$ cat src/design/mdr_pkg.sv
// ----------------------------------------------------------------------------
// mdr_pkg
// Shared types and constants for the duty regulator: item structs, config
// struct, action codes and register map.
// ----------------------------------------------------------------------------
package mdr_pkg;

  // one measurement set
  typedef struct packed {
    logic [9:0]  out_current;
    logic [9:0]  out_voltage;
    logic [9:0]  in_voltage;
    logic [15:0] in_power;
  } mdr_in_t;

  // one result
  typedef struct packed {
    logic [11:0] duty;
    logic [2:0]  action;
  } mdr_out_t;

  typedef enum logic [2:0] {
    ACT_HOLD      = 3'd0,
    ACT_UP_ONE    = 3'd1,
    ACT_DOWN_ONE  = 3'd2,
    ACT_UP_STEP   = 3'd3,
    ACT_DOWN_STEP = 3'd4
  } mdr_act_t;

  // configuration as stored (duty limits at their register width)
  typedef struct packed {
    logic        work_mode;
    logic [9:0]  current_limit;
    logic [9:0]  voltage_target;
    logic [11:0] duty_max;
    logic [11:0] duty_min;
    logic [9:0]  input_floor;
    logic [5:0]  mppt_step;
  } mdr_cfg_t;

  localparam int unsigned ADDR_W = 5;

  localparam logic [2:0] REG_WORK_MODE      = 3'd0;
  localparam logic [2:0] REG_CURRENT_LIMIT  = 3'd1;
  localparam logic [2:0] REG_VOLTAGE_TARGET = 3'd2;
  localparam logic [2:0] REG_DUTY_MAX       = 3'd3;
  localparam logic [2:0] REG_DUTY_MIN       = 3'd4;
  localparam logic [2:0] REG_INPUT_FLOOR    = 3'd5;
  localparam logic [2:0] REG_MPPT_STEP      = 3'd6;

  localparam logic        RST_WORK_MODE      = 1'b1;
  localparam logic [9:0]  RST_CURRENT_LIMIT  = 10'd100;
  localparam logic [9:0]  RST_VOLTAGE_TARGET = 10'd120;
  localparam logic [11:0] RST_DUTY_MAX       = 12'd4095;
  localparam logic [11:0] RST_DUTY_MIN       = 12'd0;
  localparam logic [9:0]  RST_INPUT_FLOOR    = 10'd80;
  localparam logic [5:0]  RST_MPPT_STEP      = 6'd4;

endpackage

$ cat src/design/mdr_cfg_regs.sv
// ----------------------------------------------------------------------------
// mdr_cfg_regs
// APB register file for the regulator settings, with read back.
// ----------------------------------------------------------------------------
module mdr_cfg_regs #(
  parameter int DUTY_BITS = 12
) (
  input  logic                       clk,
  input  logic                       rst_n,
  input  logic                       psel,
  input  logic                       penable,
  input  logic                       pwrite,
  input  logic [mdr_pkg::ADDR_W-1:0] paddr,
  input  logic [31:0]                pwdata,
  output logic [31:0]                prdata,
  output logic                       pready,
  output mdr_pkg::mdr_cfg_t          cfg
);
  import mdr_pkg::*;

  mdr_cfg_t   cfg_r;
  logic       wr_en;
  logic [2:0] reg_idx;
  logic [DUTY_BITS+11:0] max_wide;
  logic [DUTY_BITS+11:0] min_wide;
  logic [DUTY_BITS+11:0] wr_wide;
  logic [11:0] wr_duty;

  assign pready  = 1'b1;
  assign wr_en   = psel && penable && pwrite;
  assign reg_idx = paddr[4:2];

  // duty limits are kept masked to the duty width
  assign wr_wide = {{DUTY_BITS{1'b0}}, pwdata[11:0]} &
                   {12'd0, {DUTY_BITS{1'b1}}};
  assign wr_duty = wr_wide[11:0];

  always_ff @(posedge clk) begin
    if (!rst_n) begin
      cfg_r.work_mode      <= RST_WORK_MODE;
      cfg_r.current_limit  <= RST_CURRENT_LIMIT;
      cfg_r.voltage_target <= RST_VOLTAGE_TARGET;
      cfg_r.duty_max       <= max_wide[11:0];
      cfg_r.duty_min       <= RST_DUTY_MIN;
      cfg_r.input_floor    <= RST_INPUT_FLOOR;
      cfg_r.mppt_step      <= RST_MPPT_STEP;
    end else if (wr_en) begin
      unique case (reg_idx)
        REG_WORK_MODE:      cfg_r.work_mode      <= pwdata[0];
        REG_CURRENT_LIMIT:  cfg_r.current_limit  <= pwdata[9:0];
        REG_VOLTAGE_TARGET: cfg_r.voltage_target <= pwdata[9:0];
        REG_DUTY_MAX:       cfg_r.duty_max       <= wr_duty;
        REG_DUTY_MIN:       cfg_r.duty_min       <= wr_duty;
        REG_INPUT_FLOOR:    cfg_r.input_floor    <= pwdata[9:0];
        REG_MPPT_STEP:      cfg_r.mppt_step      <= pwdata[5:0];
        default: ;
      endcase
    end
  end

  // reset value of duty_max masked the same way
  assign max_wide = {{DUTY_BITS{1'b0}}, RST_DUTY_MAX} &
                    {12'd0, {DUTY_BITS{1'b1}}};
  assign min_wide = '0;

  always_comb begin
    prdata = 32'd0;
    unique case (reg_idx)
      REG_WORK_MODE:      prdata = {31'd0, cfg_r.work_mode};
      REG_CURRENT_LIMIT:  prdata = {22'd0, cfg_r.current_limit};
      REG_VOLTAGE_TARGET: prdata = {22'd0, cfg_r.voltage_target};
      REG_DUTY_MAX:       prdata = {20'd0, cfg_r.duty_max};
      REG_DUTY_MIN:       prdata = {20'd0, cfg_r.duty_min | min_wide[11:0]};
      REG_INPUT_FLOOR:    prdata = {22'd0, cfg_r.input_floor};
      REG_MPPT_STEP:      prdata = {26'd0, cfg_r.mppt_step};
      default:            prdata = 32'd0;
    endcase
  end

  assign cfg = cfg_r;

endmodule

$ cat src/design/mdr_step_logic.sv
// ----------------------------------------------------------------------------
// mdr_step_logic
// Combinational decision for one measurement set: picks the action,
// applies it to the duty and clamps to max then min.
// ----------------------------------------------------------------------------
module mdr_step_logic #(
  parameter int DUTY_BITS = 12
) (
  input  mdr_pkg::mdr_cfg_t  cfg,
  input  mdr_pkg::mdr_in_t   item,
  input  logic [DUTY_BITS-1:0] duty_now,
  input  logic [9:0]         prev_in_voltage,
  input  logic [15:0]        prev_in_power,
  output mdr_pkg::mdr_out_t  res,
  output logic [DUTY_BITS-1:0] duty_nxt,
  output logic               upd_prev
);
  import mdr_pkg::*;

  localparam int SW = DUTY_BITS + 2;

  mdr_act_t act;
  logic over_lim, under_tgt, mppt_fault;
  logic p_up, p_dn, v_up, v_dn;
  logic signed [SW-1:0] d_base, d_step, d_sum, d_max, d_min, d_clip;
  logic [DUTY_BITS+11:0] max_wide, min_wide, duty_wide;

  assign over_lim   = (item.out_current > cfg.current_limit) ||
                      (item.out_voltage > cfg.voltage_target);
  assign under_tgt  = item.out_voltage < cfg.voltage_target;
  assign mppt_fault = (item.in_voltage < cfg.input_floor) || over_lim;

  assign p_up = item.in_power > prev_in_power;
  assign p_dn = item.in_power < prev_in_power;
  assign v_up = item.in_voltage > prev_in_voltage;
  assign v_dn = item.in_voltage < prev_in_voltage;

  always_comb begin
    act = ACT_HOLD;
    if (!cfg.work_mode) begin
      if (over_lim)       act = ACT_DOWN_ONE;
      else if (under_tgt) act = ACT_UP_ONE;
    end else if (mppt_fault) begin
      act = ACT_DOWN_ONE;
    end else if ((p_up && v_up) || (p_dn && v_dn)) begin
      act = ACT_DOWN_STEP;
    end else if ((p_up && v_dn) || (p_dn && v_up)) begin
      act = ACT_UP_STEP;
    end else if (under_tgt) begin
      act = ACT_UP_ONE;
    end
  end

  assign upd_prev = cfg.work_mode && !mppt_fault;

  // limits at the duty width (zero-extended or masked)
  assign max_wide = {{DUTY_BITS{1'b0}}, cfg.duty_max};
  assign min_wide = {{DUTY_BITS{1'b0}}, cfg.duty_min};

  assign d_base = signed'({2'b00, duty_now});
  assign d_step = signed'({{(SW-6){1'b0}}, cfg.mppt_step});
  assign d_max  = signed'({2'b00, max_wide[DUTY_BITS-1:0]});
  assign d_min  = signed'({2'b00, min_wide[DUTY_BITS-1:0]});

  always_comb begin
    case (act)
      ACT_UP_ONE:    d_sum = d_base + SW'(1);
      ACT_DOWN_ONE:  d_sum = d_base - SW'(1);
      ACT_UP_STEP:   d_sum = d_base + d_step;
      ACT_DOWN_STEP: d_sum = d_base - d_step;
      default:       d_sum = d_base;
    endcase
  end

  // min is applied last so it wins over max
  always_comb begin
    d_clip = d_sum;
    if (d_clip > d_max) d_clip = d_max;
    if (d_clip < d_min) d_clip = d_min;
  end

  assign duty_nxt  = d_clip[DUTY_BITS-1:0];
  assign duty_wide = {12'd0, duty_nxt};
  assign res.duty   = duty_wide[11:0];
  assign res.action = act;

endmodule

$ cat src/design/mppt_duty_regulator_top.sv
// ----------------------------------------------------------------------------
// mppt_duty_regulator_top
// Buck duty regulator with CC/CV and perturb-and-observe MPPT modes.
// ----------------------------------------------------------------------------
//  channel | ports                                  | payload
//  in      | in_valid, in_stall, in_data           | mdr_in_t measurement set
//  out     | out_valid, out_stall, out_data        | mdr_out_t duty and action
//  cfg     | psel penable pwrite paddr pwdata ...  | 7 registers at 4*i
//
//  one item per cycle sustained while out_stall is low (input register, then
//  decision and clamp into the result register); duty updates as an item
//  enters the result register, previous input values too in fault-free MPPT
//  mode; synchronous active-low reset clears control and state, loads settings'
//  reset values; a stalled result holds; input register still fills behind it
// ----------------------------------------------------------------------------
module mppt_duty_regulator_top #(
  parameter int DUTY_BITS = 12
) (
  input  logic                       clk,
  input  logic                       rst_n,
  input  logic                       in_valid,
  output logic                       in_stall,
  input  mdr_pkg::mdr_in_t           in_data,
  output logic                       out_valid,
  input  logic                       out_stall,
  output mdr_pkg::mdr_out_t          out_data,
  input  logic                       psel,
  input  logic                       penable,
  input  logic                       pwrite,
  input  logic [mdr_pkg::ADDR_W-1:0] paddr,
  input  logic [31:0]                pwdata,
  output logic [31:0]                prdata,
  output logic                       pready
);
  import mdr_pkg::*;

  mdr_cfg_t cfg;

  logic                 s1_valid_r;
  mdr_in_t              s1_data_r;
  logic                 out_valid_r;
  mdr_out_t             out_data_r;
  logic [DUTY_BITS-1:0] duty_now_r;
  logic [9:0]           prev_in_voltage_r;
  logic [15:0]          prev_in_power_r;

  mdr_out_t             res;
  logic [DUTY_BITS-1:0] duty_nxt;
  logic                 upd_prev;
  logic                 out_free, move, in_take;

  mdr_cfg_regs #(.DUTY_BITS(DUTY_BITS)) u_cfg (
    .clk     (clk),
    .rst_n   (rst_n),
    .psel    (psel),
    .penable (penable),
    .pwrite  (pwrite),
    .paddr   (paddr),
    .pwdata  (pwdata),
    .prdata  (prdata),
    .pready  (pready),
    .cfg     (cfg)
  );

  mdr_step_logic #(.DUTY_BITS(DUTY_BITS)) u_step (
    .cfg             (cfg),
    .item            (s1_data_r),
    .duty_now        (duty_now_r),
    .prev_in_voltage (prev_in_voltage_r),
    .prev_in_power   (prev_in_power_r),
    .res             (res),
    .duty_nxt        (duty_nxt),
    .upd_prev        (upd_prev)
  );

  assign out_free = !out_valid_r || !out_stall;
  assign move     = s1_valid_r && out_free;
  assign in_stall = s1_valid_r && !out_free;
  assign in_take  = in_valid && !in_stall;

  always_ff @(posedge clk) begin
    if (!rst_n) begin
      s1_valid_r        <= 1'b0;
      out_valid_r       <= 1'b0;
      duty_now_r        <= '0;
      prev_in_voltage_r <= '0;
      prev_in_power_r   <= '0;
    end else begin
      if (!in_stall) s1_valid_r <= in_valid;
      if (out_free)  out_valid_r <= s1_valid_r;
      if (move) begin
        duty_now_r <= duty_nxt;
        if (upd_prev) begin
          prev_in_voltage_r <= s1_data_r.in_voltage;
          prev_in_power_r   <= s1_data_r.in_power;
        end
      end
    end
  end

  always_ff @(posedge clk) begin
    if (in_take) s1_data_r  <= in_data;
    if (move)    out_data_r <= res;
  end

  assign out_valid = out_valid_r;
  assign out_data  = out_data_r;

endmodule

$ cat config.mk
export PLATFORM = sky130hd
export DESIGN_NAME = mppt_duty_regulator_top
export DESIGN_NICKNAME = d
export VERILOG_FILES = /design/src/design/mdr_pkg.sv /design/src/design/mdr_cfg_regs.sv /design/src/design/mdr_step_logic.sv /design/src/design/mppt_duty_regulator_top.sv
export SDC_FILE = /design/constraint.sdc
export NUM_CORES = 1
export LEC_CHECK = 0
export BUFFER_PORTS_ARGS = -buffer_cell sky130_fd_sc_hd__buf_2
export CORE_MARGIN = 3
export CORE_UTILIZATION = 34
export DETAILED_ROUTE_END_ITERATION = 12
export SLEW_MARGIN = 40
export SYNTH_ARGS = -nofsm -noshare
export SYNTH_HDL_FRONTEND = slang
export SYNTH_SLANG_ARGS = --single-unit
$ cat constraint.sdc
create_clock -name clk -period 22.7 [get_ports clk]
set_clock_uncertainty 0.15 [all_clocks]
set_input_delay 2.27 -clock clk [delete_from_list [all_inputs] [get_ports clk]]
set_output_delay 2.27 -clock clk [all_outputs]
set_load 0.05 [all_outputs]
==> results.txt, run 1 <==
Routed vias/inst: 4.95
Final period util: 0.421
Post-synth ARST share: 0
Number of I/O pins: 140
PortBufs: 96
Die area: 30600 um^2
CTS Buffer Depth: 2
Most used flip-flop cell after synthesis: dfxtp_1
Root Driver: clkbuf_16
Die W: 175 um
Number of distinct library cells after synthesis: 77
Gpl congestion: 0.899
Minimum clock period: 9.55 ns
Final net count: 1332
Leakage: 4.39 nW
Drt wl/cell: 16.0 um
Worst-Skew Late Latency: 0.44 ns
Critical R2R Launch: s1_data_r[15]
Adder-cell share of the synthesized area: 0.122
Slew margin rel.: 0.521
Post-synthesis simple-gate area fraction: 0.164
Top sig layer: met4
Wire length on met3: 1.03 mm
Reg clk slew, reported paths: 0.08 ns
PwrDens: 75.4 nW/um^2
VDD IR max: 0.0334 mV
Post-cts resize count: 0
Final hold vios: 0
Yosys reg bits: 162
Core ar.: 27900 um^2
Vias: 7626
CP startpoint: s1_data_r[15]
Max_cap viols: 0
Critical Path Max Stage Delay: 0.64 ns
Initial Util: 0.347
Post-Route M1 WL: 11.5 mm
GRT overflow: 0
Post-Layout Cell Count: 1540
DR pass1 iterations: 7
First-pass GRT wire length: 39.2 mm
Family with the most delay on the worst path: compound AO/OA/AOI/OAI gates
Ys Warns: 0
Mapped Avg Cell Area: 9.03 um^2
GRT Util Overall: 0.163
Setup Crit Path Kind: flip-flop to flip-flop
Clk sink count: 162
H-tree levels: 4
Final setup violating endpoints: 0
Hold Path Class: flip-flop to flip-flop
Combinational share of power: 0.254
# diodes: 0
Largest family of logic cells by synthesized area: compound AO/OA/AOI/OAI gates
Largest net degree at the start of global routing: 104
Flop pwr share: 0.395
Sequential cell area fraction in the yosys report: 0.398
Initial antenna violation count: 0
Number of global-route vias before repair: 7190
Sw Share: 0.348
Fin area: 11100 um^2
Hold wc startpoint: prev_in_voltage_r[8]
Cells after DPL: 1508
NetSw: 0.000291 W
Mux share of post-synthesis cell area: 0.0427
Post-synth EDFFs: 61
RSZ-0062 raised after global routing: no
Share of cells above drive strength 1: 0.152
TritonCTS clock tree: done
Cts hold-fix bufs: 0
Die Y: 175 um
Area delta synth->final: 14.3%
Aggregate negative setup slack: 0 ns
Residual DRC: 0
Post-CTS Setup Bufs: 0
CP bufs+invs: 1
Area of the mapped netlist: 9690 um^2
Post-Synth XOR/XNOR Area: 0.0136
Initial DRC count: 575
Antenna Nets Post-Route: 0
Max stage delay cell, worst path: o32a_1
DP HPWL: 18.6 mm
Top fanout value on the critical path: 13
Worst-Margin Slew: 0.719 ns
Max Slew Vio Count: 0
Complex-gate fraction of the synthesized area: 0.185
DP Area: 10500 um^2
CTS Buf Count: 17
Int Power: 0.000545 W
Placement Rows: 61
CP endpoint kind: flip-flop
Cell count after synthesis: 1074
Clock Power Share: 0.352
Data required, critical path: 22.74 ns
CP arrival: 9.58 ns
FMAX: 105 MHz
WL final: 24.7 mm
Met2 WL post-DR: 11.6 mm
Worst setup SP type: flip-flop
Status: finished clean
==> tightest hold or removal path, cell delays in order, from the launching register on <==
cell and delay (ns):
dfxtp_1 0.31, nand2_1 0.04, a21boi_0 0.06
==> worst paths after layout <==
check / to / slack [ns] / cells after the start
setup reg to reg: out_data[10] / 13.15 / 37
hold reg to reg: prev_in_voltage_r[8] / 0.31 / 2
hold / removal: prev_in_voltage_r[8] / 0.31 / 2
setup / recovery: out_data[10] / 13.15 / 37
==> per-stage QoR <==
step           utilization  hold WS, ns  setup slack (ns)  power (W)
5_1_grt              0.397        0.332             12.46   0.000879
4_1_cts              0.396        0.319             13.18   0.000842
6_report             0.397        0.313             13.15   0.000836
2_1_floorplan            -        0.293             14.44   0.000496
3_5_place_dp         0.374        0.308             13.21   0.000547
3_3_place_gp         0.374        0.303             13.29   0.000544
==> flip-flops by register name, summed over array words and instances, names as in the netlist <==
signal,flops
s1_valid_r,1
prev_in_power_r,16
u_cfg.cfg,61
prev_in_voltage_r,10
s1_data_r,46
out_data,15
duty_now_r,12
out_valid,1
==> cells in the mapped netlist (8+ instances only) <==
cell / number / share of area
mux2_2: 12 / 0.014
nor2b_1: 34 / 0.022
clkbuf_1: 38 / 0.015
ha_1: 91 / 0.12
xnor2_1: 8 / 0.0072
a21o_1: 12 / 0.0093
mux2i_1: 23 / 0.024
nor2_1: 25 / 0.0097
edfxtp_1: 61 / 0.19
nand3_1: 8 / 0.0041
a21boi_0: 52 / 0.040
o211ai_1: 29 / 0.022
nand2_1: 197 / 0.076
and3_1: 11 / 0.0071
buf_4: 24 / 0.019
nand2b_1: 8 / 0.0052
a31oi_1: 12 / 0.0077
nor3_1: 8 / 0.0041
dfxtp_1: 101 / 0.21
inv_1: 103 / 0.040
a21oi_1: 43 / 0.022
nand4_1: 13 / 0.0084
o21ai_0: 43 / 0.022
==> power by group through the flow <==
stage | Clock [W] | Combinational [W] | Sequential, W
floorplan | 0 | 0.000148 | 0.000348
global placement | 0 | 0.000208 | 0.000337
detailed placement | 0 | 0.000211 | 0.000337
CTS | 0.000300 | 0.000212 | 0.000330
global route | 0.000312 | 0.000235 | 0.000332
finish | 0.000294 | 0.000212 | 0.000330
==> kinds of logic after synthesis <==
logic type | count (synthesis)
simple gates | 340
compound gates | 254
buf+inv | 170
flops | 162
fa+ha+maj | 93
mux | 38
xor+xnor | 15
other cells | 2
==> layout make-up <==
class	instances	area (um^2)
multi-input cells	761	5210
flip-flops and latches	162	3850
inverters	103	387
clock buffers	17	425
fillers	2803	16900
clock inverters	15	186
well taps	378	473
repair buffers	104	544
==> routing by layer <==
layer | up-vias | GRT usage
met2 | 188 | 0.267
met3 | 36 | 0.0291
li1 | 3880 | -
met4 | 0 | 0.0562
met5 | - | 0
met1 | 3522 | 0.217
==> cell usage in the layout (no fill, tap or decap), types with 5 or more instances in the layout <==
master / instances
a22oi_1: 5
nor2_1: 22
a21o_1: 12
dfxtp_1: 101
and3_1: 11
a31oi_1: 12
conb_1: 21
edfxtp_1: 61
a211oi_1: 5
xnor2_1: 8
o21ai_0: 43
a21boi_0: 52
nor4_1: 5
mux2_2: 12
o211ai_1: 29
clkinv_8: 6
clkbuf_16: 17
nor3b_1: 6
buf_2: 96
nand4_1: 13
a221oi_1: 5
nand3_1: 8
inv_1: 103
o21a_1: 6
nor2b_1: 33
nand2b_1: 8
mux2i_1: 23
nor3_1: 8
buf_4: 7
xor2_1: 7
ha_1: 91
nand2_1: 196
a21oi_1: 43
Note: power is estimated with default switching activity, not from simulation.
==> run 2: changes to the inputs <==
- ABC_AREA: not set -> 1
- clock period: 22.7 -> 9.6 ns (I/O delays scaled with it)
==> run 2 against run 1 <==
Compared with the run above: global-route usage up 0.35 points; synthesized area is 2.3% lower; fmax is 16% higher; sequential cell count is the same; clock power up 120%; combinational power increased to 2.8 times the previous value; die area down 2.2%; non-clock buffer count fell by 3; critical path depth increased by 13; count of clock-buffer cells in the layout is 1 higher; via count increased by 7.3%; register-to-register slack lost 12 ns; critical path type unchanged; largest power group unchanged.
==> results.txt, run 2 <==
Status: finished clean
Multi-input gate area: 4680 um^2
Combinational share of power: 0.295
Post-synth top area share: 0.214
Root Driver: clkbuf_16
Design Power: 0.00204 W
Worst setup SP type: flip-flop
Max_cap viols: 0
CTS Buf Count: 17
Int Power: 0.00128 W
CP bufs+invs: 7
CTS Buffer Depth: 2
TritonCTS clock tree: done
Family with the most delay on the worst path: simple AND/OR/NAND/NOR gates
Initial DRC count: 632
Setup Crit Path Kind: flip-flop to flip-flop
Max Slew Vio Count: 0
Clock Power Share: 0.320
Final period util: 0.856
Area of the mapped netlist: 9470 um^2
Critical Path Max Stage Delay: 0.47 ns
Ys Warns: 0
Worst slack at placement: 1.50 ns
Placement Rows: 60
Most used flip-flop cell after synthesis: dfxtp_1
Die Y: 173 um
FF/Latch Area: 3850 um^2
Antenna Nets Post-Route: 0
First-pass GRT wire length: 40.0 mm
DR pass1 iterations: 9
Cts hold-fix bufs: 0
Aggregate negative setup slack: 0 ns
Max stage delay cell, worst path: a311oi_1
Largest net degree at the start of global routing: 85
Flop pwr share: 0.385
PortBufs: 96
Leading cell types in the layout, fill and taps excluded: nand2_1, inv_1, a21oi_1, dfxtp_1, o21ai_0
Post-Route Utilization: 0.396
Final setup violating endpoints: 0
# diodes: 0
Number of distinct library cells after synthesis: 47
DP HPWL: 18.6 mm
Reg clk slew, reported paths: 0.07 ns
Area delta synth->final: 13.8%
WHS: 0.307 ns
Routed vias/inst: 4.95
Leakage: 4.80 nW
Setup ws final: 1.38 ns
Yosys reg bits: 162
Leading area contributor after synthesis: dfxtp_1
Layout fillers: 2801
Data required, critical path: 9.78 ns
Share of cells above drive strength 1: 0.124
Number of I/O pins: 140
Mapped Avg Cell Area: 7.99 um^2
Post-cts resize count: 0
Vias: 8185
Largest register FFs: 61
RSZ-0062 raised after global routing: no
PwrDens: 189 nW/um^2
NetSw: 0.000756 W
Hold Path Class: flip-flop to flip-flop
Cell mode on critical path: nand2_1
FMAX: 122 MHz
Minimum clock period: 8.22 ns
Worst-Margin Slew: 0.821 ns
Largest cells by area after synthesis: dfxtp_1, edfxtp_1, ha_1
GRT overflow: 0
Top-count cell post-synth: nand2_1
Worst-Skew Late Latency: 0.44 ns
Gpl congestion: 0.888
Final hold vios: 0
Post-synth EDFFs: 61
Final net count: 1450
Die area: 29900 um^2
Cell count after synthesis: 1185
CP endpoint kind: flip-flop
Core ar.: 27200 um^2
Post-synth ARST share: 0
CP arrival: 8.40 ns
Number of global-route vias before repair: 7568
Top fanout value on the critical path: 23
H-tree levels: 4
Post-CTS Setup Bufs: 0
Die W: 173 um
WL final: 24.9 mm
Sw Share: 0.371
VDD IR max: 0.0995 mV
GRT Util Overall: 0.166
Sequential cell area fraction in the yosys report: 0.407
Initial antenna violation count: 0
Slew margin rel.: 0.452
Residual DRC: 0
Drt wl/cell: 15.1 um
Initial Util: 0.348
Commonest non-fill, non-tap cell in the layout: nand2_1
Clk sink count: 162
Post-synth top cells: nand2_1, inv_1, a21oi_1
run 2: cell types whose count changed after synthesis, sizes merged, moves of 11 or more:
cell	previous run	this run
and3	11	0
nor2b	35	0
o21ai	45	100
a21oi	45	131
a31oi	13	1
a21boi	54	0
nand3	8	59
inv	103	182
mux2	14	0
mux2i	23	0
nor2	26	83
run 2: routing by layer:
layer  vias to the layer above  share of wire  GRT usage
li1                       4139              -          -
met1                      3757           0.46      0.225
met2                       253           0.45      0.268
met3                        36          0.059     0.0314
met4                         0          0.026     0.0557
met5                         -              0          0
run 2: final cells by class:
cell class | count | area share
Clock buffer | 18 | 0.0398
Clock inverter | 14 | 0.0116
Inverter | 186 | 0.0650
Multi-Input combinational cell | 799 | 0.435
Sequential cell | 162 | 0.358
Tap cell | 372 | 0.0432
Timing Repair Buffer | 101 | 0.0481
run 2: worst register-to-register path: cells and delay by family (launching register included):
kind            cells  cell delay [ns]
compound gates      9             1.72
buf+inv             7             0.45
flops               1             0.44
simple gates       30             3.92
fa+ha+maj           4             1.42
run 2: worst paths after layout:
path | to | start | slack, ns | cells past startpoint
setup reg to reg | duty_now_r[6] | s1_data_r[25] | 1.38 | 50
setup / recovery | duty_now_r[6] | s1_data_r[25] | 1.38 | 50
hold reg to reg | prev_in_power_r[10] | prev_in_power_r[10] | 0.31 | 2
hold / removal | prev_in_power_r[10] | prev_in_power_r[10] | 0.31 | 2
run 2: kinds of logic after synthesis:
kind of cell | synth area share
AND/OR/NAND/NOR | 0.165
AO/OA/AOI/OAI | 0.184
buffers and inverters | 0.106
flip-flops | 0.407
adder cells (fa/ha/maj) | 0.124
XOR/XNOR | 0.0130
other | 0.000793
run 2: power groups by stage:
stage	clock, W	sequential, W	combinational [W]
3_3_place_gp	0	0.000800	0.000587
6_report	0.000654	0.000785	0.000602
3_5_place_dp	0	0.000800	0.000592
4_1_cts	0.000668	0.000785	0.000594
5_1_grt	0.000696	0.000789	0.000671
2_1_floorplan	0	0.000838	0.000415
run 2: stage by stage:
stage	cell area, um^2	cells
detailed placement	10200	1620
CTS	10800	1652
floorplan	9540	1204
global placement	10200	1620
finish	10800	1652
global route	10800	1652
